--- src/rtl/core/aiob_pkg.sv ---
package aiob_pkg;

   localparam int DATA_BYTES = 64;
   localparam int COIN_SLOTS = 2;
   localparam int IDX_W      = $clog2(DATA_BYTES);
   localparam int SLOT_W     = (COIN_SLOTS > 1) ? $clog2(COIN_SLOTS) : 1;

   localparam logic [2:0] OP_LOAD    = 3'd0;
   localparam logic [2:0] OP_REQUEST = 3'd1;
   localparam logic [2:0] OP_SW_PRS  = 3'd2;
   localparam logic [2:0] OP_SW_REL  = 3'd3;
   localparam logic [2:0] OP_BT_PRS  = 3'd4;
   localparam logic [2:0] OP_BT_REL  = 3'd5;
   localparam logic [2:0] OP_COIN    = 3'd6;
   localparam logic [2:0] OP_NOP     = 3'd7;

   localparam logic [7:0] CMD_VERSION = 8'h0F;
   localparam logic [7:0] CMD_SWITCH  = 8'h10;
   localparam logic [7:0] CMD_BUTTON  = 8'h11;
   localparam logic [7:0] CMD_READER  = 8'h31;
   localparam logic [7:0] CMD_COIN    = 8'h41;
   localparam logic [7:0] CMD_ECHO0   = 8'h51;

   localparam logic [0:0] REG_ALT_MODE = 1'd0;
   localparam logic [0:0] REG_VERSION  = 1'd1;

   // Card reply length for a sub-command (0 for unknown).
   function automatic logic [4:0] card_len(input logic [7:0] sub);
      logic [4:0] n;
      begin
         n = 5'd0;
         unique case (sub)
            8'h78, 8'h7B:               n = 5'd6;
            8'h7A, 8'h9F, 8'hA7, 8'h80: n = 5'd4;
            8'hAC:                      n = 5'd12;
            8'hAF:                      n = 5'd20;
            default:                    n = 5'd0;
         endcase
         return n;
      end
   endfunction

   // Fixed card payload byte at position pos (7 and up), valid when pos < 4+n.
   function automatic logic [7:0] card_byte(input logic [7:0] sub, input logic [5:0] pos);
      logic [7:0] b;
      begin
         b = 8'h00;
         unique case (sub)
            8'h78:   b = (pos == 6'd9) ? 8'hFF : 8'h00;
            8'h80:   b = (pos == 6'd7) ? 8'h0D : 8'h00;
            8'hAC:   b = (pos >= 6'd12) ? 8'h55 : ((pos >= 6'd8) ? 8'hAA : 8'h00);
            8'hAF:   b = (pos == 6'd23) ? 8'h91 : ((pos >= 6'd8) ? 8'h88 : 8'h00);
            default: b = 8'h00;
         endcase
         return b;
      end
   endfunction

endpackage

--- src/rtl/core/arcade_io_board_responder.sv ---
// Arcade I/O board responder. Event items (switch/button press and release,
// coin switch) and byte loads are taken whenever the block is idle. A
// request item streams DATA_BYTES response items, built one byte per cycle,
// while the output is not stalled, by a shared byte generator reading the
// request buffer memory. After a request is accepted the input stays not
// ready until the last byte is emitted: a first sweep over the buffer (one
// read per cycle on its single read port, read data registered in rd_ff)
// accumulates the packet sum and the IC-card parity; a second sweep emits the
// bytes, the last with the sum. Request bytes 0 and 5 (card channel and
// sub-command) are also kept in registers as they are loaded. Coin counters
// reported by the coin command are cleared when the request is accepted; the
// reply reads a snapshot taken at that edge.
module arcade_io_board_responder (
   input  logic        clock,
   input  logic        reset,
   input  logic        req_tvalid,
   output logic        req_tready,
   // opcode[2:0]
   input  logic [2:0]  req_tuser,
   // byte_index[5:0], byte_value[13:6], command[21:14],
   // source_node[29:22], dest_node[37:30], bit_mask[53:38],
   // coin_slot[57:54], coin_pressed[58]
   input  logic [63:0] req_tdata,
   output logic        rsp_tvalid,
   input  logic        rsp_tready,
   // out_index[5:0], out_byte[13:6], packet_sum[21:14], reply_source[29:22],
   // reply_dest[37:30], reply_command[45:38]
   output logic [47:0] rsp_tdata,
   output logic        rsp_tlast,
   input  logic        csr_we,
   input  logic [0:0]  csr_index,
   input  logic [15:0] csr_wdata
);
   import aiob_pkg::*;

   localparam logic [1:0] ST_IDLE = 2'd0;
   localparam logic [1:0] ST_SUM  = 2'd1;
   localparam logic [1:0] ST_EMIT = 2'd2;

   logic [2:0]  op;
   logic [5:0]  in_idx;
   logic [7:0]  in_val, in_cmd, in_src, in_dst;
   logic [15:0] in_mask;
   logic [3:0]  in_slot;
   logic        in_press;

   assign op       = req_tuser;
   assign in_idx   = req_tdata[5:0];
   assign in_val   = req_tdata[13:6];
   assign in_cmd   = req_tdata[21:14];
   assign in_src   = req_tdata[29:22];
   assign in_dst   = req_tdata[37:30];
   assign in_mask  = req_tdata[53:38];
   assign in_slot  = req_tdata[57:54];
   assign in_press = req_tdata[58];

   logic [7:0] mem [DATA_BYTES];
   logic [7:0] rd_ff, d0_ff, sub_ff;

   logic [1:0]        state_ff, state_in;
   logic [IDX_W:0]    cnt_ff, cnt_in;     // read address sweep
   logic              pend_ff, pend_in;   // rd_ff holds byte of pos_ff
   logic [IDX_W-1:0]  pos_ff, pos_in;
   logic [7:0]  sum_ff, sum_in, par_ff, par_in;
   logic [7:0]  cmd_ff, src_ff, dst_ff;
   logic        alt_ff;
   logic [15:0] ver_ff, sw_ff, bt_ff;
   logic [15:0] coin_ff [COIN_SLOTS];
   logic [COIN_SLOTS-1:0] mark_ff;
   logic [15:0] snap_ff [COIN_SLOTS];     // counts frozen for the coin reply
   logic        ov_ff, ov_in;             // output register full
   logic [47:0] od_ff;
   logic        ol_ff;

   logic        acc;
   logic [7:0]  gen_byte, coin_byte;
   logic        coin_hit;
   logic [4:0]  nlen;

   assign req_tready = (state_ff == ST_IDLE);
   assign acc        = req_tvalid && req_tready;
   assign nlen       = card_len(sub_ff);

   // Coin record lookup: position -> slot among nonzero counts (narrow scan).
   always_comb begin
      logic [IDX_W:0] rec;
      coin_byte = 8'h00;
      coin_hit  = 1'b0;
      rec = '0;
      for (int i = 0; i < COIN_SLOTS; i++) begin
         if (snap_ff[i] != 16'd0) begin
            if ({1'b0, pos_ff} == rec) begin
               coin_hit = 1'b1; coin_byte = 8'h31 + 8'(i);
            end else if ({1'b0, pos_ff} == rec + 1'd1) begin
               coin_hit = 1'b1; coin_byte = 8'h00;
            end else if ({1'b0, pos_ff} == rec + 2'd2) begin
               coin_hit = 1'b1; coin_byte = snap_ff[i][7:0];
            end else if ({1'b0, pos_ff} == rec + 2'd3) begin
               coin_hit = 1'b1; coin_byte = snap_ff[i][15:8];
            end
            rec = rec + 3'd4;
         end
      end
      if (!coin_hit && {1'b0, pos_ff} == rec) begin
         coin_hit = 1'b1; coin_byte = 8'h00;
      end
   end

   aiob_byte_gen u_gen (
      .pos(pos_ff), .buf_byte(rd_ff), .cmd(cmd_ff), .d0(d0_ff), .sub(sub_ff),
      .par(par_ff), .coin_byte(coin_byte), .coin_hit(coin_hit), .alt_mode(alt_ff),
      .version(ver_ff), .switches(sw_ff), .buttons(bt_ff), .byte_out(gen_byte)
   );

   logic read_en, fire, out_free;
   assign out_free = !ov_ff || rsp_tready;
   // take a byte when the read data is present and, in the emit sweep, the output slot is free
   assign fire = pend_ff && (state_ff == ST_SUM || out_free);

   always_comb begin
      state_in = state_ff;
      cnt_in   = cnt_ff;
      pend_in  = pend_ff;
      pos_in   = pos_ff;
      sum_in   = sum_ff;
      par_in   = par_ff;
      ov_in    = ov_ff && !rsp_tready;
      read_en  = 1'b0;
      unique case (state_ff)
         ST_IDLE: begin
            if (acc && op == OP_REQUEST) begin
               state_in = ST_SUM;
               cnt_in = '0; pend_in = 1'b0; sum_in = '0; par_in = '0;
            end
         end
         ST_SUM, ST_EMIT: begin
            if (fire) begin
               pend_in = 1'b0;
               if (state_ff == ST_SUM) begin
                  sum_in = sum_ff + gen_byte;
                  if ({1'b0, pos_ff} >= 7'd5 && {1'b0, pos_ff} < 7'd4 + {2'b0, nlen})
                     par_in = par_ff ^ gen_byte;
               end else begin
                  ov_in = 1'b1;
               end
               if (pos_ff == IDX_W'(DATA_BYTES - 1)) begin
                  if (state_ff == ST_SUM) begin
                     state_in = ST_EMIT; cnt_in = '0;
                  end else begin
                     state_in = ST_IDLE;
                  end
               end
            end
            if ((!pend_ff || fire) && cnt_ff < (IDX_W+1)'(DATA_BYTES)
                && !(fire && pos_ff == IDX_W'(DATA_BYTES - 1))) begin
               read_en = 1'b1;
               pend_in = 1'b1;
               pos_in  = cnt_ff[IDX_W-1:0];
               cnt_in  = cnt_ff + 1'b1;
            end
         end
         default: state_in = ST_IDLE;
      endcase
   end

   always_ff @(posedge clock) begin
      if (acc && op == OP_LOAD && {1'b0, in_idx} < (IDX_W+1)'(DATA_BYTES))
         mem[in_idx[IDX_W-1:0]] <= in_val;
      if (read_en) rd_ff <= mem[cnt_ff[IDX_W-1:0]];
   end

   always_ff @(posedge clock) begin
      if (reset) begin
         state_ff <= ST_IDLE;
         cnt_ff <= '0; pend_ff <= 1'b0; ov_ff <= 1'b0;
         alt_ff <= 1'b0; ver_ff <= 16'd260;
         sw_ff <= 16'hFFFF; bt_ff <= '0; mark_ff <= '0;
         for (int i = 0; i < COIN_SLOTS; i++) coin_ff[i] <= '0;
      end else begin
         state_ff <= state_in; cnt_ff <= cnt_in; pend_ff <= pend_in;
         ov_ff <= ov_in;
         if (csr_we) begin
            if (csr_index == REG_ALT_MODE) alt_ff <= csr_wdata[0];
            else ver_ff <= csr_wdata;
         end
         if (acc) begin
            unique case (op)
               OP_SW_PRS: sw_ff <= sw_ff & ~in_mask;
               OP_SW_REL: sw_ff <= sw_ff | in_mask;
               OP_BT_PRS: bt_ff <= bt_ff | in_mask;
               OP_BT_REL: bt_ff <= bt_ff & ~in_mask;
               OP_COIN: if (in_slot < 4'(COIN_SLOTS)) begin
                  if (in_press && !mark_ff[in_slot[SLOT_W-1:0]])
                     coin_ff[in_slot[SLOT_W-1:0]] <= coin_ff[in_slot[SLOT_W-1:0]] + 1'b1;
                  mark_ff[in_slot[SLOT_W-1:0]] <= in_press;
               end
               OP_REQUEST: if (in_cmd == CMD_COIN)
                  for (int i = 0; i < COIN_SLOTS; i++) coin_ff[i] <= '0;
               default: ;
            endcase
         end
      end
   end

   always_ff @(posedge clock) begin
      pos_ff <= pos_in; sum_ff <= sum_in; par_ff <= par_in;
      if (acc && op == OP_REQUEST) begin
         cmd_ff <= in_cmd; src_ff <= in_src; dst_ff <= in_dst;
         for (int i = 0; i < COIN_SLOTS; i++)
            snap_ff[i] <= (in_cmd == CMD_COIN) ? coin_ff[i] : 16'd0;
      end
      // mirror request byte 0 (card channel) and byte 5 (sub-command) on load
      if (acc && op == OP_LOAD && in_idx == IDX_W'(0)) d0_ff <= in_val;
      if (acc && op == OP_LOAD && in_idx == IDX_W'(5)) sub_ff <= in_val;
      if (state_ff == ST_EMIT && fire) begin
         ol_ff <= (pos_ff == IDX_W'(DATA_BYTES - 1));
         od_ff <= {2'b0, cmd_ff, src_ff, dst_ff,
                   (pos_ff == IDX_W'(DATA_BYTES - 1)) ? sum_ff : 8'h00,
                   gen_byte, pos_ff};
      end
   end

   assign rsp_tvalid = ov_ff;
   assign rsp_tdata  = od_ff;
   assign rsp_tlast  = ol_ff;

   a_ready_idle: assert property (@(posedge clock) disable iff (reset)
      req_tready |-> !ov_ff || state_ff == ST_IDLE)
      else $error("ready outside idle");
   a_last_end: assert property (@(posedge clock) disable iff (reset)
      rsp_tvalid |-> (rsp_tlast == (rsp_tdata[IDX_W-1:0] == IDX_W'(DATA_BYTES - 1))))
      else $error("last flag not on final byte");
   a_hold: assert property (@(posedge clock) disable iff (reset)
      (rsp_tvalid && !rsp_tready) |=> $stable(rsp_tdata))
      else $error("output changed while stalled");

endmodule

--- src/rtl/core/aiob_byte_gen.sv ---
// Combinational response byte for one position, given the request snapshot.
module aiob_byte_gen (
   input  logic [aiob_pkg::IDX_W-1:0] pos,
   input  logic [7:0]                 buf_byte,
   input  logic [7:0]                 cmd,
   input  logic [7:0]                 d0,
   input  logic [7:0]                 sub,
   input  logic [7:0]                 par,
   input  logic [7:0]                 coin_byte,
   input  logic                       coin_hit,
   input  logic                       alt_mode,
   input  logic [15:0]                version,
   input  logic [15:0]                switches,
   input  logic [15:0]                buttons,
   output logic [7:0]                 byte_out
);
   import aiob_pkg::*;

   logic [4:0] n;
   logic [6:0] p;

   assign n = card_len(sub);
   assign p = {1'b0, pos};

   always_comb begin
      byte_out = buf_byte;
      unique case (cmd)
         CMD_VERSION: begin
            if (p == 7'd0 || p == 7'd1) byte_out = 8'h00;
            else if (p == 7'd2) byte_out = version[15:8];
            else if (p == 7'd3) byte_out = version[7:0];
         end
         CMD_SWITCH: begin
            if (!alt_mode && p == 7'd0) byte_out = switches[7:0];
            else if (!alt_mode && p == 7'd1) byte_out = switches[15:8];
         end
         CMD_BUTTON: begin
            if (p == 7'd50) byte_out = 8'h20;
            else if (p == 7'd54) byte_out = buttons[7:0];
            else if (p == 7'd55) byte_out = buttons[15:8];
         end
         CMD_READER: begin
            if (d0 == 8'h00) begin
               unique case (p)
                  7'd0:                      byte_out = 8'h00;
                  7'd1:                      byte_out = 8'h06;
                  7'd4, 7'd5, 7'd7:          byte_out = 8'h02;
                  7'd6:                      byte_out = 8'h80;
                  7'd8, 7'd9:                byte_out = 8'h03;
                  default:                   byte_out = buf_byte;
               endcase
            end else if (d0 == 8'h02) begin
               if (p == 7'd4 + {2'b0, n}) byte_out = par;
               else if (p == 7'd0) byte_out = 8'h02;
               else if (p == 7'd1) byte_out = {3'b0, n} + 8'd1;
               else if (p == 7'd4) byte_out = 8'h02;
               else if (p == 7'd5) byte_out = sub;
               else if (p == 7'd6) byte_out = {3'b0, n} - 8'd4;
               else if (p >= 7'd7 && p < 7'd4 + {2'b0, n})
                  byte_out = card_byte(sub, pos);
            end
         end
         CMD_COIN:  if (coin_hit) byte_out = coin_byte;
         CMD_ECHO0: if (p == 7'd0) byte_out = 8'h00;
         default:   byte_out = buf_byte;
      endcase
   end

endmodule

--- config.mk ---
export PLATFORM = sky130hd
export DESIGN_NAME = arcade_io_board_responder
export DESIGN_NICKNAME = d
export VERILOG_FILES = /design/src/rtl/core/aiob_pkg.sv /design/src/rtl/core/arcade_io_board_responder.sv /design/src/rtl/core/aiob_byte_gen.sv
export SDC_FILE = /design/constraint.sdc
export NUM_CORES = 1
export LEC_CHECK = 0
export BUFFER_PORTS_ARGS = -buffer_cell sky130_fd_sc_hd__buf_2
export CELL_PAD_IN_SITES_DETAIL_PLACEMENT = 1
export CELL_PAD_IN_SITES_GLOBAL_PLACEMENT = 1
export CORE_MARGIN = 4
export CORE_UTILIZATION = 25
export DETAILED_ROUTE_END_ITERATION = 10
export GPL_TIMING_DRIVEN = 1
export HOLD_SLACK_MARGIN = 0.08
export MAX_ROUTING_LAYER = met4
export PLACE_DENSITY = 0.44
export SLEW_MARGIN = 20
export SYNTH_ARGS = -nofsm -noshare
export SYNTH_HDL_FRONTEND = slang
export SYNTH_SLANG_ARGS = --single-unit
--- constraint.sdc ---
create_clock -name clock -period 12.2 [get_ports clock]
set_clock_uncertainty 0.05 [all_clocks]
set_input_delay 2.44 -clock clock [delete_from_list [all_inputs] [get_ports clock]]
set_output_delay 2.44 -clock clock [all_outputs]
set_load 0.005 [all_outputs]
==> flow_metrics.tcl, run 1 <==
set metrics [dict create \
    status "finished, final reports clean" \
    finalCriticalPeriod_ns 6.47 \
    die_width_um 366 \
    period_share_pct 53.0 \
    cp.required_ns 12.56 \
    cts_resized 0 \
    cp_max_fo 8 \
    dr_total_vias 18200 \
    finalPower_mw 6.23 \
    io_pins 140 \
    ant_nets 0 \
    path_buf_inv 2 \
    design_area_um2 37500 \
    slew_headroom_pct 33.8 \
    worst_path_most_repeated_cell "ha_1" \
    crit_slowest_cell "a221oi_1" \
    ys_ff_latch 755 \
    synth_top_area_cell "edfxtp_1" \
    pwr-share-seq_pct 47.1 \
    cpLargestDelayFamily "compound AO/OA/AOI/OAI gates" \
    portBuffers 132 \
    rsz0062_at_grt "no" \
    tns_ns 0 \
    maxCapViolations 0 \
    pwr-share-comb_pct 9.8 \
    fmax_mhz 155 \
    setup_violations 0 \
    wl_per_cell_um 24.7 \
    ys_seq_area_share_pct 69.0 \
    crit_chain "nand4bb_1 > or3_1 > ha_1 > inv_1 > a221oi_1 > inv_1 > ha_1 > nor2b_1 > o21bai_1 > and3_1 > o21ai_0 > a31o_2 > a2111oi_0 > a2111oi_0 > nor2_1 > ha_1 > nand2_1 > nand2b_1 > a21oi_1 > o21ai_0 > xor2_1 > xnor2_1 > nor2_1" \
    fin_util_pct 29.7 \
    final_nets 2215 \
    postCtsHoldBufs 0 \
    critPathCaptureType "flip-flop" \
    slowest_delay_ns 0.78 \
    wirelength_um 94400 \
    yosys_warnings 0 \
    grt_pass1_vias 19300 \
    core_um2 126000 \
    num_rows 130 \
    grt-ovfl-total 0 \
    final_hold_viol_count 0 \
    netlist.area_leader.share_pct 65.1 \
    syn_to_final_growth_pct 17.3 \
    pwr-share-clk_pct 43.0 \
    async_flop_share_pct 0 \
    worst_hold_path_type "flip-flop to flip-flop" \
    switching_share_pct 24.8 \
    grt_max_degree 67 \
    avgSynthCellArea_um2 16.3 \
    avgViaCountPerCell 4.77 \
    place_congestion 0.837 \
    insertedDiodeCount 0 \
    clkSinkCount 755 \
    leakagePower_nw 11.7 \
    p_int_mw 4.68 \
    netlist-cell-type-count 86 \
    cts_buffers 89 \
    ys.flop_type "edfxtp_1" \
    cts_tree "yes" \
    critPathArrivalTime_ns 6.83 \
    htree_levels 3 \
    switching_power_mw 1.55 \
    worst-slew-pin-transition_ns 0.993 \
    globalRouteTotalUtil_pct 14.5 \
    layoutNonFillerInstCount 3822 \
    power_density_nw_per_um2 166 \
    start_kind "flip-flop" \
    root_buffer "clkbuf_16" \
    hold_ws_ns 0.365 \
    antenna_found_initial 7 \
    die_area_um2 134000 \
    yosys-top-cells-area "edfxtp_1 (65%), mux4_2 (12%), dfxtp_1 (3.9%)" \
    maxSlewViolCount 0 \
    setup_ws_ns 5.73 \
    pre_cts_ws_ns 5.70 \
    grt_pass1_wl_um 138000 \
    dp.cells 3662 \
    clk_latency_ns 0.70 \
    start_util_pct 25.3 \
    synth_cells 1956 \
    placed_area_um2 34500 \
    die_h_um 366 \
    crit_type "flip-flop to flip-flop" \
    post-cts-setup-buffers 0 \
    drive_above_1_share_pct 23.2 \
    cts.clk_slew.worst_paths_ns 0.06 \
    drc 0 \
    synth_edf_count 693 \
    synth_area_um2 32000 \
    ctsLongestPathBuffers 3 \
    dp_hpwl_um 61300 \
    drtIter0Drc 1288 \
    peakVddDrop_uv 109 \
    drt-pass1-iter-count 5 \
]
[power groups by stage]
stage          registers, mW  logic (mW)  clock network (mW)
3_3_place_gp            2.99       0.614                   0
5_1_grt                 2.94       0.674                2.89
6_report                2.94       0.612                2.68
2_1_floorplan           2.96       0.400                   0
4_1_cts                 2.93       0.627                2.78
3_5_place_dp            2.99       0.624                   0
[registers in the layout (all words and copies together) (netlist names), 2 cells and up, named ones only]
| register | flops |
|---|---|
| cmd_ff | 8 |
| cnt_ff | 7 |
| coin_ff | 32 |
| d0_ff | 8 |
| dst_ff | 8 |
| mark_ff | 2 |
| mem | 512 |
| par_ff | 8 |
| pos_ff | 6 |
| rd_ff | 8 |
| rsp_tdata | 46 |
| snap_ff | 32 |
| src_ff | 8 |
| state_ff | 2 |
| sub_ff | 8 |
| sum_ff | 8 |
| ver_ff | 16 |
[Yosys cell counts (all sizes together) (17+ instances only)]
library cell	n
a211oi	33
a21oi	88
a311o	17
and2	44
buf	34
clkbuf	75
dfxtp	62
edfxtp	693
ha	21
inv	28
mux2i	37
mux4	168
nand2	98
nand3	25
nor2	194
nor3	18
o21ai	31
xnor2	19
[kinds of logic (layout without fill, tap and decap cells)]
family | count (synthesis) | after routing | synth area share (%)
AO/OA/AOI/OAI | 288 | 288 | 6.35
XOR/XNOR | 31 | 31 | 0.850
adder cells (fa/ha/maj) | 23 | 23 | 0.916
buffers and inverters | 137 | 352 | 1.70
flip-flops | 755 | 755 | 69.0
multiplexers | 212 | 212 | 13.2
other | 1 | 2 | 0.0117
AND/OR/NAND/NOR | 509 | 509 | 7.93
[worst paths after layout]
path              from             to  slack [ns]  depth (start not counted)
max          sub_ff[5]      sum_ff[7]        5.73                         23
min reg2reg  dst_ff[5]  rsp_tdata[27]        0.36                          0
min          dst_ff[5]  rsp_tdata[27]        0.36                          0
max reg2reg  sub_ff[5]      sum_ff[7]        5.73                         23
[per-layer routing]
layer  GRT usage, %  vias up  routed length, um
met5              -        -                  0
li1               -     8106                  -
met2           23.2      426              45400
met1           18.9     9535              41800
met4           4.40        0               2710
met3           2.76      149               4460
[cell type report]
class,instances,area [um^2]
Fill cell,13100,88700
Sequential cell,755,22100
Multi-Input combinational cell,1065,9390
Clock buffer,104,2330
Tap cell,1650,2060
Timing Repair Buffer,165,921
Clock inverter,55,613
Inverter,28,105
[cell usage in the layout, fill, tap and decap left out, types with 9 or more instances in the layout]
| cell | instances |
|---|---|
| edfxtp_1 | 693 |
| nor2_1 | 193 |
| mux4_2 | 168 |
| buf_2 | 132 |
| nand2_1 | 98 |
| clkbuf_16 | 91 |
| a21oi_1 | 88 |
| dfxtp_1 | 58 |
| and2_1 | 44 |
| mux2i_1 | 37 |
| a211oi_1 | 33 |
| buf_4 | 32 |
| o21ai_0 | 28 |
| inv_1 | 27 |
| nand3_1 | 25 |
| ha_1 | 21 |
| xnor2_1 | 19 |
| clkinv_1 | 18 |
| a311o_1 | 17 |
| nor3_1 | 16 |
| or3_1 | 15 |
| nor2b_1 | 15 |
| a21boi_0 | 15 |
| nor4_1 | 14 |
| clkbuf_1 | 13 |
| clkinv_2 | 13 |
| nand2b_1 | 12 |
| xor2_1 | 12 |
| or2_2 | 11 |
| nand3b_1 | 11 |
| bufinv_16 | 10 |
| a32oi_1 | 9 |
Note: power is estimated with default switching activity, not from simulation.
==> inputs of run 2 (changes only) <==
--- a/config.mk
+++ b/config.mk
@@ -14,7 +14,7 @@
 export GPL_TIMING_DRIVEN = 1
 export HOLD_SLACK_MARGIN = 0.08
 export MAX_ROUTING_LAYER = met4
-export PLACE_DENSITY = 0.44
+export PLACE_DENSITY = 0.45
 export SLEW_MARGIN = 20
 export SYNTH_ARGS = -nofsm -noshare
 export SYNTH_HDL_FRONTEND = slang
==> constraint.sdc (replaced) <==
create_clock -name clock -period 5.7 [get_ports clock]
set_clock_uncertainty 0.05 [all_clocks]
set_input_delay 1.14 -clock clock [delete_from_list [all_inputs] [get_ports clock]]
set_output_delay 1.14 -clock clock [all_outputs]
set_load 0.005 [all_outputs]
==> flow_metrics.tcl, run 2 (synthesized netlist as in run 1, its figures left out) <==
set metrics [dict create \
    dp_hpwl_um 65700 \
    antenna_found_initial 5 \
    design_area_um2 38100 \
    avgViaCountPerCell 4.77 \
    rsz0062_at_grt "no" \
    period_share_pct 93.9 \
    place_congestion 0.844 \
    worst-slew-pin-transition_ns 0.967 \
    htree_levels 3 \
    hold_depth 0 \
    slew_headroom_pct 35.5 \
    cp.required_ns 6.02 \
    wl_per_cell_um 25.2 \
    wirelength_um 98000 \
    peakVddDrop_uv 219 \
    status "finished, final reports clean" \
    cts_buffers 88 \
    maxCapViolations 0 \
    setup_violations 0 \
    cts_tree "yes" \
    clkSinkCount 755 \
    io_pins 140 \
    die_width_um 366 \
    final_common_cell "edfxtp_1" \
    insertedDiodeCount 0 \
    tns_ns 0 \
    final_cell_mix "edfxtp_1 (693), nor2_1 (193), mux4_2 (168)" \
    final_nets 2283 \
    crit_slowest_cell "a2111oi_1" \
    grt_max_degree 79 \
    drt-pass1-iter-count 6 \
    die_h_um 366 \
    root_buffer "clkbuf_16" \
    drc 0 \
    largest_reg_flops 512 \
    critPathCaptureType "flip-flop" \
    fmax_mhz 187 \
    critPathArrivalTime_ns 5.67 \
    leakagePower_nw 12.0 \
    start_kind "flip-flop" \
    power_density_nw_per_um2 352 \
    worst_hold_path_type "flip-flop to flip-flop" \
    syn_to_final_growth_pct 19.2 \
    slowest_delay_ns 0.47 \
    dr_total_vias 18600 \
    grt-ovfl-total 0 \
    start_util_pct 25.3 \
    cts.clk_slew.worst_paths_ns 0.06 \
    final_hold_viol_count 0 \
    portBuffers 132 \
    globalRouteTotalUtil_pct 15.0 \
    ctsLongestPathBuffers 3 \
    dp.cells 3731 \
    die_area_um2 134000 \
    finalCriticalPeriod_ns 5.35 \
    ant_nets 0 \
    layoutNonFillerInstCount 3895 \
    placed_area_um2 35100 \
    grt_pass1_wl_um 142000 \
    crit_chain "nand4bb_4 > or3_1 > ha_1 > inv_1 > a221oi_1 > or2_2 > ha_1 > nand3_1 > or3_1 > nor2_1 > a21oi_1 > a311oi_1 > a2111oi_1 > a2111oi_1 > nor2_1 > ha_1 > nand2_1 > nand2b_1 > a21oi_2 > o21ai_1 > xor2_1 > xnor2_1 > nor2_1" \
    crit_type "flip-flop to flip-flop" \
    num_rows 130 \
    grt_pass1_vias 19700 \
    clk_latency_ns 0.68 \
    core_um2 126000 \
    reg2regPathDepth 23 \
    cp_max_fo 4 \
    maxSlewViolCount 0 \
    drive_above_1_share_pct 25.7 \
    drtIter0Drc 1355 \
]
run 2: layout make-up:
cell class                 instances  area (um^2)
clock buffer                     101         2280
clock inverter                    62          664
fill                           13100        88100
inverter                          28          105
multi-input combinational       1065         9430
sequential                       755        22100
tap                             1650         2060
timing repair buffer             234         1480
run 2: worst max-delay path: cells and delay by family (launching register included):
| kind | cells | cell delay (ns) |
|---|---|---|
| compound gates | 7 | 1.34 |
| buf+inv | 1 | 0.06 |
| fa+ha+maj | 3 | 0.85 |
| flops | 1 | 0.38 |
| xor+xnor | 2 | 0.35 |
| simple gates | 10 | 2.06 |
run 2: worst paths after layout:
check / to / start / slack [ns]
setup / recovery: sum_ff[7] / sub_ff[6] / 0.35
setup reg to reg: sum_ff[7] / sub_ff[6] / 0.35
hold reg to reg: rsp_tdata[23] / dst_ff[1] / 0.37
hold / removal: rsp_tdata[23] / dst_ff[1] / 0.37
run 2: metal layers:
layer	vias to the layer above	share of wire, %	GRT usage (%)
met3	123	4.4	2.39
met4	0	1.8	3.26
met2	451	48	24.1
met5	-	0	-
li1	8228	-	-
met1	9762	46	20.1
run 2: timing repair:
action                     in CTS  in global routing
setup endpoints to repair       0                  3
resized for setup               0                 10
hold buffers                    0                  0
buffers inserted                0                  1
run 2: stage by stage:
| step | total power, mW | hold slack (ns) | worst slack (ns) | utilization [%] |
|---|---|---|---|---|
| after floorplan | 7.18 | 0.350 | 0.432 | - |
| after global placement | 7.80 | 0.350 | 0.159 | 27.8 |
| after detailed placement | 7.83 | 0.356 | 0.141 | 27.8 |
| after CTS | 13.6 | 0.362 | 0.152 | 30.1 |
| after global routing | 14.0 | 0.381 | 0.0150 | 30.2 |
| final | 13.4 | 0.367 | 0.349 | 30.2 |
run 2: where the power goes:
part           switching, mW  total (mW)  internal [mW]  leakage (nW)
logic                  0.846        1.37          0.526          3.80
clock network           2.37        5.72           3.35          1.43
registers              0.159        6.33           6.17          6.80
==> inputs of run 3 (changes only) <==
--- a/config.mk
+++ b/config.mk
@@ -9,12 +9,12 @@
 export CELL_PAD_IN_SITES_DETAIL_PLACEMENT = 1
 export CELL_PAD_IN_SITES_GLOBAL_PLACEMENT = 1
 export CORE_MARGIN = 4
-export CORE_UTILIZATION = 25
+export CORE_UTILIZATION = 39
 export DETAILED_ROUTE_END_ITERATION = 10
 export GPL_TIMING_DRIVEN = 1
 export HOLD_SLACK_MARGIN = 0.08
 export MAX_ROUTING_LAYER = met4
-export PLACE_DENSITY = 0.45
+export PLACE_DENSITY = 0.62
 export SLEW_MARGIN = 20
 export SYNTH_ARGS = -nofsm -noshare
 export SYNTH_HDL_FRONTEND = slang
==> constraint.sdc (replaced) <==
create_clock -name clock -period 5 [get_ports clock]
set_clock_uncertainty 0.05 [all_clocks]
set_input_delay 1 -clock clock [delete_from_list [all_inputs] [get_ports clock]]
set_output_delay 1 -clock clock [all_outputs]
set_load 0.005 [all_outputs]
==> flow_metrics.tcl, run 3 (synthesized netlist as in run 1, its figures left out) <==
set metrics [dict create \
    worst_path_most_repeated_cell "ha_4" \
    setup_violations 1 \
    io_pins 140 \
    cts_buffers 82 \
    die_width_um 294 \
    grt-ovfl-total 0 \
    globalRouteTotalUtil_pct 20.8 \
    syn_to_final_growth_pct 17.3 \
    clk_latency_ns 0.65 \
    leakagePower_nw 12.1 \
    final_cell_mix "edfxtp_1 (693), nor2_1 (193), mux4_2 (168)" \
    final_common_cell "edfxtp_1" \
    postCtsHoldBufs 0 \
    worst-slew-pin-transition_ns 0.925 \
    start_kind "flip-flop" \
    die_h_um 294 \
    drtIter0Drc 1371 \
    violations "negative setup slack" \
    htree_levels 3 \
    wirelength_um 87600 \
    drc 0 \
    ant_nets 0 \
    dr_total_vias 18700 \
    rsz0062_at_grt "yes" \
    final_hold_viol_count 0 \
    setup_ws_ns -0.0479 \
    fmax_mhz 198 \
    status "complete, but fails checks" \
    maxSlewViolCount 0 \
    critPathCaptureType "flip-flop" \
    layoutNonFillerInstCount 3334 \
    fin_util_pct 46.3 \
    drive_above_1_share_pct 27.5 \
    die_area_um2 86600 \
    cp.required_ns 5.29 \
    clkSinkCount 755 \
    grt_max_degree 67 \
    drt-pass1-iter-count 5 \
    slowest_delay_ns 0.46 \
    slew_headroom_pct 38.3 \
    num_rows 104 \
    peakVddDrop_uv 345 \
    avgViaCountPerCell 5.61 \
    antenna_found_initial 4 \
    maxCapViolations 0 \
    period_share_pct 101 \
    crit_slowest_cell "a221o_2" \
    finalCriticalPeriod_ns 5.05 \
    critPathArrivalTime_ns 5.34 \
    cp_max_fo 5 \
    place_congestion 0.866 \
    dp_hpwl_um 59400 \
    largest_reg_flops 512 \
    crit_chain "nand4bb_4 > or3_4 > ha_4 > inv_2 > a221oi_2 > or2_4 > ha_4 > nand3_4 > o21bai_4 > and3_4 > o32a_1 > a221oi_2 > o21ai_1 > a221o_2 > ha_4 > a21o_1 > nand2_2 > nand2b_1 > a21oi_2 > o21ai_1 > xor2_1 > xnor2_1 > nor2_1" \
    design_area_um2 37500 \
    placed_area_um2 34600 \
    grt_pass1_wl_um 131000 \
    crit_start "sub_ff[6]" \
    grt_pass1_vias 19700 \
    root_buffer "clkbuf_16" \
    cts.clk_slew.worst_paths_ns 0.06 \
    hold_path.startpoint "src_ff[6]" \
    dp.cells 3170 \
    core_um2 80900 \
    final_nets 2311 \
    power_density_nw_per_um2 393 \
    r2r-start "sub_ff[6]" \
    worst_hold_path_type "flip-flop to flip-flop" \
    portBuffers 132 \
    wl_per_cell_um 26.3 \
    crit_type "flip-flop to flip-flop" \
    ctsLongestPathBuffers 3 \
    cts_tree "yes" \
    start_util_pct 39.5 \
]
## run 3: layer usage
layer | track usage, % | vias to the layer above | wire, um | share of wire, %
li1 | - | 8296 | - | -
met1 | 27.6 | 9778 | 37400 | 43
met2 | 34.1 | 512 | 43400 | 50
met3 | 2.98 | 129 | 4650 | 5.3
met4 | 5.33 | 0 | 2110 | 2.4
met5 | - | - | 0 | 0
## run 3: final timing paths
kind / endpoint / slack (ns) / cells after the start
worst max-delay path: sum_ff[7] / -0.05 / 23
worst min-delay path: rsp_tdata[36] / 0.37 / 0
worst max register to register: sum_ff[7] / -0.05 / 23
worst min register to register: rsp_tdata[36] / 0.37 / 0
## run 3: timing repair
item	CTS	global route
cloned	0	0
endpoints found under the setup margin	2	2
pin swaps	4	19
buffers inserted	0	6
resized for setup	8	11
## run 3: cell type report
type | count | area, um^2
fillers | 7856 | 43500
flip-flops and latches | 755 | 22100
multi-input cells | 1065 | 9580
clock buffers | 100 | 2150
repair buffers | 268 | 1720
well taps | 1060 | 1330
clock inverters | 53 | 534
inverters | 28 | 105
diodes | 5 | 12.5
## run 3: worst max-delay path, delay by kind of cell (launching register included)
kind	cells	cell delay [ns]
fa+ha+maj	3	0.72
buf+inv	1	0.04
flops	1	0.39
compound gates	9	1.80
simple gates	8	1.42
xor+xnor	2	0.36
## run 3: report_power, final
part | leakage (nW) | switching (mW) | internal, mW
registers | 6.80 | 0.147 | 7.03
clock network | 1.30 | 2.56 | 3.42
logic | 3.99 | 0.951 | 0.637
## run 3: metrics by stage
| step | TNS [ns] | power, mW | worst slack, ns | hold WS, ns |
|---|---|---|---|---|
| floorplan | -0.0304 | 8.21 | -0.0245 | 0.350 |
| global placement | -0.0588 | 8.83 | -0.0386 | 0.353 |
| detailed placement | -0.288 | 8.87 | -0.148 | 0.356 |
| CTS | 0 | 14.9 | 0.0106 | 0.372 |
| global route | -0.523 | 15.3 | -0.312 | 0.380 |
| finish | -0.0479 | 14.7 | -0.0479 | 0.370 |
